### src/design/hlf_pkg.sv
// hlf_pkg: shared types, codes and defaults of the http/1 head line framer
package hlf_pkg;

  localparam int FIELD_W     = 21;
  localparam int LIM_W       = 16;
  localparam int CFG_DATA_W  = 32;
  localparam int CFG_ADDR_W  = 4;
  localparam int OFFSET_BITS_DEF = 21;

  localparam logic [FIELD_W-1:0] MAX_HEAD_DEF   = FIELD_W'(65536);
  localparam logic [LIM_W-1:0]   MAX_START_DEF  = LIM_W'(8192);
  localparam logic [LIM_W-1:0]   MAX_FIELD_DEF  = LIM_W'(8192);

  localparam logic [7:0] CH_CR = 8'h0d;
  localparam logic [7:0] CH_LF = 8'h0a;

  localparam logic OP_BYTE    = 1'b0;
  localparam logic OP_RESTART = 1'b1;

  localparam logic [1:0] ST_MORE  = 2'd0;
  localparam logic [1:0] ST_DONE  = 2'd1;
  localparam logic [1:0] ST_ERROR = 2'd2;

  localparam logic [2:0] ERR_NONE       = 3'd0;
  localparam logic [2:0] ERR_HEAD_SIZE  = 3'd1;
  localparam logic [2:0] ERR_LINE_END   = 3'd2;
  localparam logic [2:0] ERR_START_LONG = 3'd3;
  localparam logic [2:0] ERR_FIELD_LONG = 3'd4;

  localparam logic [1:0] REG_MAX_HEAD  = 2'd0;
  localparam logic [1:0] REG_MAX_START = 2'd1;
  localparam logic [1:0] REG_MAX_FIELD = 2'd2;

  typedef enum logic [2:0] {
    PH_RUN  = 3'b001,
    PH_DONE = 3'b010,
    PH_ERR  = 3'b100
  } phase_t;

  typedef struct packed {
    logic [FIELD_W-1:0] max_head;
    logic [LIM_W-1:0]   max_start_line;
    logic [LIM_W-1:0]   max_field_line;
  } cfg_t;

  typedef struct packed {
    logic [1:0]         status;
    logic [2:0]         error_code;
    logic [FIELD_W-1:0] error_offset;
    logic [FIELD_W-1:0] error_line;
    logic [FIELD_W-1:0] head_bytes;
  } res_t;

endpackage

### src/design/hlf_cfg.sv
// hlf_cfg: apb register file holding the head and line limits
module hlf_cfg
  import hlf_pkg::*;
(
  input  logic                  clk,
  input  logic                  rst,
  input  logic                  psel,
  input  logic                  penable,
  input  logic                  pwrite,
  input  logic [CFG_ADDR_W-1:0] paddr,
  input  logic [CFG_DATA_W-1:0] pwdata,
  output logic [CFG_DATA_W-1:0] prdata,
  output logic                  pready,
  output cfg_t                  cfg
);

  logic       wr;
  logic [1:0] idx;

  assign pready = 1'b1;
  assign wr     = psel & penable & pwrite;
  assign idx    = paddr[CFG_ADDR_W-1:2];

  always_ff @(posedge clk) begin
    if (rst) begin
      cfg.max_head       <= MAX_HEAD_DEF;
      cfg.max_start_line <= MAX_START_DEF;
      cfg.max_field_line <= MAX_FIELD_DEF;
    end else if (wr) begin
      unique case (idx)
        REG_MAX_HEAD:  cfg.max_head       <= pwdata[FIELD_W-1:0];
        REG_MAX_START: cfg.max_start_line <= pwdata[LIM_W-1:0];
        REG_MAX_FIELD: cfg.max_field_line <= pwdata[LIM_W-1:0];
        default: ;
      endcase
    end
  end

  always_comb begin
    unique case (idx)
      REG_MAX_HEAD:  prdata = CFG_DATA_W'(cfg.max_head);
      REG_MAX_START: prdata = CFG_DATA_W'(cfg.max_start_line);
      REG_MAX_FIELD: prdata = CFG_DATA_W'(cfg.max_field_line);
      default:       prdata = '0;
    endcase
  end

endmodule

### src/design/hlf_core.sv
// hlf_core: framing state and the single-pass byte check
module hlf_core
  import hlf_pkg::*;
#(
  parameter int OFFSET_BITS = OFFSET_BITS_DEF
) (
  input  logic       clk,
  input  logic       rst,
  input  logic       go,
  input  logic       op,
  input  logic [7:0] data_byte,
  input  cfg_t       cfg,
  output res_t       res
);

  localparam int W  = OFFSET_BITS;
  localparam int CW = ((W > FIELD_W) ? W : FIELD_W) + 1;
  localparam int LW = (W > LIM_W) ? W : LIM_W;

  logic [W-1:0]       byte_offset, byte_offset_next;
  logic [W-1:0]       line_start, line_start_next;
  logic [W-1:0]       line_number, line_number_next;
  logic               cr_pending, cr_pending_next;
  phase_t             phase, phase_next;
  logic [2:0]         held_code, held_code_next;
  logic [FIELD_W-1:0] held_offset, held_offset_next;
  logic [FIELD_W-1:0] held_line, held_line_next;

  logic               first_line;
  logic [LIM_W-1:0]   limit;
  logic [2:0]         long_code;
  logic [W-1:0]       cr_at, len, pos, i_inc, ln_inc;
  logic [W:0]         total;
  logic               len_over, len_zero, total_over, i_big, pos_over;
  logic [CW-1:0]      ext_i, ext_cr, ext_ls, ext_ln, ext_tot, ext_mh;
  logic [FIELD_W-1:0] fld_i, fld_cr, fld_ls, fld_ln, fld_tot;
  logic               fail;
  logic [2:0]         fail_code;
  logic [FIELD_W-1:0] fail_off, fail_line;

  assign first_line = (line_number == W'(1));
  assign limit      = first_line ? cfg.max_start_line : cfg.max_field_line;
  assign long_code  = first_line ? ERR_START_LONG : ERR_FIELD_LONG;

  assign cr_at    = (byte_offset != '0) ? byte_offset - W'(1) : '0;
  assign len      = (cr_at >= line_start) ? cr_at - line_start : '0;
  assign len_over = LW'(len) > LW'(limit);
  assign len_zero = (len == '0);
  assign total    = {1'b0, cr_at} + (W+1)'(2);

  assign ext_i   = CW'(byte_offset);
  assign ext_cr  = CW'(cr_at);
  assign ext_ls  = CW'(line_start);
  assign ext_ln  = CW'(line_number);
  assign ext_tot = CW'(total);
  assign ext_mh  = CW'(cfg.max_head);
  assign fld_i   = ext_i[FIELD_W-1:0];
  assign fld_cr  = ext_cr[FIELD_W-1:0];
  assign fld_ls  = ext_ls[FIELD_W-1:0];
  assign fld_ln  = ext_ln[FIELD_W-1:0];
  assign fld_tot = ext_tot[FIELD_W-1:0];

  assign total_over = ext_tot > ext_mh;
  assign i_big      = (ext_i >= ext_mh) || (&byte_offset);
  assign pos        = (byte_offset >= line_start) ? byte_offset - line_start : '0;
  assign pos_over   = LW'(pos) >= LW'(limit);
  assign i_inc      = (&byte_offset) ? byte_offset : byte_offset + W'(1);
  assign ln_inc     = (&line_number) ? line_number : line_number + W'(1);

  always_comb begin
    byte_offset_next = byte_offset;
    line_start_next  = line_start;
    line_number_next = line_number;
    cr_pending_next  = cr_pending;
    phase_next       = phase;
    held_code_next   = held_code;
    held_offset_next = held_offset;
    held_line_next   = held_line;
    res              = '0;
    res.status       = ST_MORE;
    fail             = 1'b0;
    fail_code        = ERR_NONE;
    fail_off         = '0;
    fail_line        = '0;

    priority if (op == OP_RESTART) begin
      byte_offset_next = '0;
      line_start_next  = '0;
      line_number_next = W'(1);
      cr_pending_next  = 1'b0;
      phase_next       = PH_RUN;
      held_code_next   = ERR_NONE;
      held_offset_next = '0;
      held_line_next   = '0;
    end else if (phase == PH_DONE) begin
      res.status     = ST_DONE;
      res.head_bytes = fld_i;
    end else if (phase == PH_ERR) begin
      res.status       = ST_ERROR;
      res.error_code   = held_code;
      res.error_offset = held_offset;
      res.error_line   = held_line;
    end else if (cr_pending) begin
      cr_pending_next = 1'b0;
      priority if (data_byte != CH_LF) begin
        fail      = 1'b1;
        fail_code = ERR_LINE_END;
        fail_off  = fld_cr;
        fail_line = fld_ln;
      end else if (len_over) begin
        fail      = 1'b1;
        fail_code = long_code;
        fail_off  = fld_ls;
        fail_line = fld_ln;
      end else if (!first_line && len_zero) begin
        if (total_over) begin
          fail      = 1'b1;
          fail_code = ERR_HEAD_SIZE;
        end else begin
          byte_offset_next = i_inc;
          phase_next       = PH_DONE;
          res.status       = ST_DONE;
          res.head_bytes   = fld_tot;
        end
      end else begin
        byte_offset_next = i_inc;
        line_start_next  = i_inc;
        line_number_next = ln_inc;
      end
    end else if (i_big) begin
      fail      = 1'b1;
      fail_code = ERR_HEAD_SIZE;
    end else if (data_byte == CH_LF) begin
      fail      = 1'b1;
      fail_code = ERR_LINE_END;
      fail_off  = fld_i;
      fail_line = fld_ln;
    end else if (data_byte == CH_CR) begin
      cr_pending_next  = 1'b1;
      byte_offset_next = i_inc;
    end else if (pos_over) begin
      fail      = 1'b1;
      fail_code = long_code;
      fail_off  = fld_ls;
      fail_line = fld_ln;
    end else begin
      byte_offset_next = i_inc;
    end

    if (fail) begin
      phase_next       = PH_ERR;
      held_code_next   = fail_code;
      held_offset_next = fail_off;
      held_line_next   = fail_line;
      res.status       = ST_ERROR;
      res.error_code   = fail_code;
      res.error_offset = fail_off;
      res.error_line   = fail_line;
    end
  end

  always_ff @(posedge clk) begin
    if (rst) begin
      byte_offset <= '0;
      line_start  <= '0;
      line_number <= W'(1);
      cr_pending  <= 1'b0;
      phase       <= PH_RUN;
      held_code   <= ERR_NONE;
      held_offset <= '0;
      held_line   <= '0;
    end else if (go) begin
      byte_offset <= byte_offset_next;
      line_start  <= line_start_next;
      line_number <= line_number_next;
      cr_pending  <= cr_pending_next;
      phase       <= phase_next;
      held_code   <= held_code_next;
      held_offset <= held_offset_next;
      held_line   <= held_line_next;
    end
  end

endmodule

### src/design/http1_head_line_framer.sv
// http1_head_line_framer: top level with input register, framing core and result register
//
//   channel | direction | handshake            | payload
//   in      | input     | in_valid / in_stall  | op, data_byte
//   out     | output    | out_valid / out_stall| status, error_code, error_offset,
//           |           |                      | error_line, head_bytes
//   cfg     | input     | apb psel/penable     | paddr, pwdata, prdata
//
// one word per cycle while out_stall is low; results come from the result register
// the byte check and state update are combinational between the input and result registers
// reset clears the framing state and both valid flags; limits return to their defaults
// out_stall holds the result word; one further word is taken into the input register
module http1_head_line_framer
  import hlf_pkg::*;
#(
  parameter int OFFSET_BITS = OFFSET_BITS_DEF
) (
  input  logic                  clk,
  input  logic                  rst,
  input  logic                  in_valid,
  output logic                  in_stall,
  input  logic                  op,
  input  logic [7:0]            data_byte,
  output logic                  out_valid,
  input  logic                  out_stall,
  output logic [1:0]            status,
  output logic [2:0]            error_code,
  output logic [FIELD_W-1:0]    error_offset,
  output logic [FIELD_W-1:0]    error_line,
  output logic [FIELD_W-1:0]    head_bytes,
  input  logic                  psel,
  input  logic                  penable,
  input  logic                  pwrite,
  input  logic [CFG_ADDR_W-1:0] paddr,
  input  logic [CFG_DATA_W-1:0] pwdata,
  output logic [CFG_DATA_W-1:0] prdata,
  output logic                  pready
);

  cfg_t       cfg;
  res_t       res;
  res_t       res_q;
  logic       s1_valid;
  logic       s1_op;
  logic [7:0] s1_byte;
  logic       adv;
  logic       go;

  hlf_cfg u_cfg (
    .clk     (clk),
    .rst     (rst),
    .psel    (psel),
    .penable (penable),
    .pwrite  (pwrite),
    .paddr   (paddr),
    .pwdata  (pwdata),
    .prdata  (prdata),
    .pready  (pready),
    .cfg     (cfg)
  );

  hlf_core #(
    .OFFSET_BITS (OFFSET_BITS)
  ) u_core (
    .clk       (clk),
    .rst       (rst),
    .go        (go),
    .op        (s1_op),
    .data_byte (s1_byte),
    .cfg       (cfg),
    .res       (res)
  );

  assign adv      = ~out_valid | ~out_stall;
  assign go       = s1_valid & adv;
  assign in_stall = s1_valid & ~adv;

  always_ff @(posedge clk) begin
    if (rst) begin
      s1_valid <= 1'b0;
    end else if (in_valid && !in_stall) begin
      s1_valid <= 1'b1;
    end else if (go) begin
      s1_valid <= 1'b0;
    end
  end

  always_ff @(posedge clk) begin
    if (in_valid && !in_stall) begin
      s1_op   <= op;
      s1_byte <= data_byte;
    end
  end

  always_ff @(posedge clk) begin
    if (rst) begin
      out_valid <= 1'b0;
    end else if (adv) begin
      out_valid <= go;
    end
  end

  always_ff @(posedge clk) begin
    if (go) begin
      res_q <= res;
    end
  end

  assign status       = res_q.status;
  assign error_code   = res_q.error_code;
  assign error_offset = res_q.error_offset;
  assign error_line   = res_q.error_line;
  assign head_bytes   = res_q.head_bytes;

endmodule

### config.mk
export PLATFORM = sky130hd
export DESIGN_NAME = http1_head_line_framer
export DESIGN_NICKNAME = d
export VERILOG_FILES = /design/src/design/hlf_pkg.sv /design/src/design/hlf_cfg.sv /design/src/design/hlf_core.sv /design/src/design/http1_head_line_framer.sv
export SDC_FILE = /design/constraint.sdc
export NUM_CORES = 1
export LEC_CHECK = 0
export BUFFER_PORTS_ARGS = -buffer_cell sky130_fd_sc_hd__buf_2
export CORE_UTILIZATION = 30
export CTS_CLUSTER_DIAMETER = 150
export CTS_CLUSTER_SIZE = 25
export DETAILED_ROUTE_END_ITERATION = 10
export GPL_TIMING_DRIVEN = 0
export MAX_ROUTING_LAYER = met4
export SLEW_MARGIN = 0
export SYNTH_ARGS = -nofsm -noshare
export SYNTH_HDL_FRONTEND = slang
export SYNTH_SLANG_ARGS = --single-unit
### constraint.sdc
create_clock -name clk -period 19.9 [get_ports clk]
set_clock_uncertainty 0.2 [all_clocks]
set_input_delay 3.98 -clock clk [delete_from_list [all_inputs] [get_ports clk]]
set_output_delay 3.98 -clock clk [all_outputs]
set_load 0.02 [all_outputs]
==> results.md <==
- The worst-skew pair later-pin latency is 0.56 ns.
- The total buffers and inverters traversed by the critical path is 5.
- The via count of the routed design is 17.0k.
- The global-route wire length before repair is 100000 um.
- In this run the critical register-to-register path is captured at u_core.byte_offset[9].
- The share of total power dissipated in combinational logic is 0.331.
- Yosys mapped a number of flops with a built-in enable equal to 77.
- Of the total power, registers draw 0.408.
- The total of flip-flops plus latches after synthesis is 244.
- The worst register-to-register path has a depth of 28.
- Summing all non-filler instances in the final layout gives an area of 19400 um^2.
- The count of port buffers added during placement is 127.
- Counting flops with an async set or reset pin after synthesis yields a share of 0.
- For this design the static power due to leakage is 0.00775 uW.
- Of the total power, the share spent switching nets is 0.363.
- The launching element of the worst setup path is u_core.byte_offset[0].
- Once detail routing completed, the nets flagged for antenna violations numbered 0.
- After detailed routing, the average wire length per cell comes to 21.9 um.
- Global routing finished with a remaining overflow of 0.
- The ratio of routed vias to standard cells is 5.53.
- The clock sink total is 244.
- The average cell area after synthesis is 8.01 um^2.
- The post-layout minimum cycle time is 10.40 ns.
- The library cells used most frequently in the layout, excluding fill and tap cells, are nand2_1, a21oi_1, nor2_1.
- The post-layout utilization of the core is 0.342.
- The number of cells on the critical path is 28.
- For this run, design rule violations remaining after detail routing come to 0.
- The via count of the first global-routing pass is 16.0k.
- The clock tree root driver cell is clkbuf_16.
- The die covers 58600 um^2.
- The reg-to-reg critical path startpoint is u_core.byte_offset[0].
- The initial antenna violation count came to 1.
- The count of boundary I/O pins is 155.
- The number of hold-repair buffers added at the cts stage is 0.
- The Yosys step of the flow raised 0 warnings.
- For this run, the post-layout net count is 2488.
- Following the worst setup path forward leads to its endpoint at u_core.byte_offset[9].
- The total area inside the core boundary comes to 56700 um^2.
- In this run the register-to-register setup slack is 9.50 ns.
- Summed over all nets, the switching power comes to 469 uW.
- The count of H-tree levels built during CTS is 1.
- The die height is 242 um.
- The tool flagged a number of max-cap violations equal to 0.
- The routed design has 67500 um of wire.
- The kind of critical path is register to register.
- The congestion estimate from routability-driven global placement came to 1.03.
- Adding up every negative setup slack in the final design gives 0 ns.
- The internal portion of the total power is 821 uW.
- Grouping stages by cell kind, the critical path spends the most delay in simple AND/OR/NAND/NOR gates.
- The pre-antenna-repair detailed-routing pass consisted of 6 iterations.
- VDD sags by at most 0.0424 mV.
- The number of hold violations in the final report is 0.
- In the post-synthesis netlist, the biggest area contributors are dfxtp_1, edfxtp_1, ha_1.
- The number of max-slew violations in the final report is 0.
- The number of buffers inserted by post-CTS setup repair is 0.
- The maximum clock rate is 96.1 MHz.
- Setup repair after global routing left no endpoint under its margin.
- STA classifies the critical path endpoint as a register.
- The HPWL reported at the end of detailed placement is 53300 um.
- Once the clock tree was built, the resizer swapped 0 gates to a different size.
- The layout overhead on the synthesized area is 12.1%.
- The worst hold path belongs to the class register to register.
- The critical path arrival is 10.60 ns.
- The share of synthesized area in the top cell type comes to 0.193.
- The part of the power in the clock network is 0.261.
- The clock tree from TritonCTS is done.
- After filler insertion, the fill cell instance count of the layout stands at 6006.
- The total routing usage reported by global routing is 0.229.
- The most used flip-flop cell after synthesis is dfxtp_1.
- The slew at the pin with the worst max-slew slack is 1.26 ns.
- After synthesis the cells add up to 17300 um^2.
- The startpoint kind of the worst setup timing path is a register.
- The area of placed instances is 18900 um^2.
- In the final layout, the share of cells above drive strength 1 is 0.0918.
- In the finished design, the share of the clock period the worst path needs comes to 0.523.
- The delay of the slowest cell on the worst path is 1.03 ns.
- The sequential element share of the synthesized area is 0.327.
- Setup violations remaining at the end of the flow were counted as 0.
- STA puts the critical path data required time at 20.10 ns.
- The run finished with clean final reports.
- After the first detailed-routing iteration, the DRC count stood at 1474.
- The largest area contributor in the synthesized netlist is dfxtp_1.
- The total power density per cell area is 66.5 nW/um^2.
- Along the worst path, the maximum fanout reaches 10.
- The cell count after synthesis came out at 2158.
- The number of unique standard cell types used by synthesis is 84.
- Entering global routing, the biggest net connects 59 pins.
- In this run the horizontal extent of the chip is 242 um.
- After floorplanning, the core was divided into 87 placement rows.
- The remaining max-slew budget at the tightest pin is 0.156.
- The total clock buffers created by CTS is 14.
- No sink is reached through more buffers than the 3 on the longest clock path.
- Leaving out fill and tap cells, the most frequent cell in the layout is nand2_1.
- After clock tree synthesis, the clock-pin slew on the worst setup and hold paths is 0.12 ns.
- For this design, the slowest cell found on the critical path is nor3b_1.
- The effective utilization at floorplan is 0.305.
-- stage by stage --
step	power [uW]	hold slack (ns)	std cells	worst slack, ns
global placement	949	0.243	3051	9.90
global route	1350	0.285	3076	9.31
detailed placement	954	0.257	3052	10.01
floorplan	832	0.236	2168	10.40
finish	1290	0.273	3077	9.50
CTS	1290	0.271	3075	9.97
-- synth_stat cells (9+ instances only) --
cell type  count
a211oi_1      12
a21o_1        52
a21oi_1      218
a22o_1        18
a31o_2        22
a31oi_1       10
and2_1        52
and3_1        20
and4_1         9
buf_4         12
clkbuf_1     132
dfxtp_1      167
edfxtp_1      77
ha_1         122
inv_1         73
mux2i_1       87
nand2_1      291
nand2b_1      32
nand3_1       75
nand4_1       45
nor2_1       168
nor3_1        41
nor4_1        25
o211ai_1      10
o21a_1        12
o21ai_0      107
o31ai_1       10
or3_1         23
or4_1         10
xnor2_1       45
xor2_1        32
-- state kept, by name, indices dropped and copies added (netlist names), 3 cells and up --
name                cells
head_bytes             21
u_core.held_code        3
u_core.fld_ln          21
error_code              3
s1_byte                 8
u_core.phase            3
u_cfg.cfg              53
u_core.fld_ls          21
error_line             21
error_offset           21
u_core.held_line       21
u_core.byte_offset     21
u_core.held_offset     21
-- worst min path at each step --
stage                              from  slack (ns)  cells after the start            end
final                     u_cfg.cfg[49]        0.27                      2  u_cfg.cfg[49]
after global routing      u_cfg.cfg[49]        0.29                      2  u_cfg.cfg[49]
after CTS                 u_cfg.cfg[50]        0.27                      2  u_cfg.cfg[50]
after detailed placement  u_cfg.cfg[50]        0.26                      2  u_cfg.cfg[50]
after global placement    u_cfg.cfg[49]        0.24                      2  u_cfg.cfg[49]
after floorplan           u_cfg.cfg[49]        0.24                      2  u_cfg.cfg[49]
-- per-layer routing --
metal	wire length, um	global-route usage	vias up
met5	0	-	-
met4	2840	0.0879	0
met3	4730	0.0304	145
met2	30000	0.355	702
met1	29900	0.301	8116
li1	-	-	8042
-- cell type report --
cell class,instances,area (um^2),share of cell area
diodes,2,5.00,0.000258
plain buffers,161,714,0.0369
flip-flops and latches,244,5660,0.292
well taps,756,946,0.0488
inverters,74,280,0.0145
clock inverters,2,36.3,0.00187
multi-input cells,1689,10700,0.551
clock buffers,21,398,0.0205
repair buffers,128,663,0.0342
-- tightest hold or removal path: stages, from the launching register on --
cell	delay, ns
dfxtp_1	0.32
nand2_1	0.06
a21oi_1	0.06
-- cell families after synthesis --
| group | Yosys count | synth area share |
|---|---|---|
| AO/OA/AOI/OAI | 551 | 0.200 |
| XOR/XNOR | 77 | 0.0390 |
| adder cells (fa/ha/maj) | 124 | 0.0906 |
| buffers and inverters | 235 | 0.0574 |
| flip-flops | 244 | 0.327 |
| multiplexers | 89 | 0.0517 |
| other | 2 | 0.000434 |
| AND/OR/NAND/NOR | 836 | 0.234 |
-- power by group through the flow --
stage	Combinational [uW]	Clock, uW	Sequential [uW]
global route	465	360	528
finish	427	337	526
CTS	419	346	527
global placement	410	0	538
detailed placement	416	0	538
floorplan	288	0	545
Note: power is estimated with default switching activity, not from simulation.
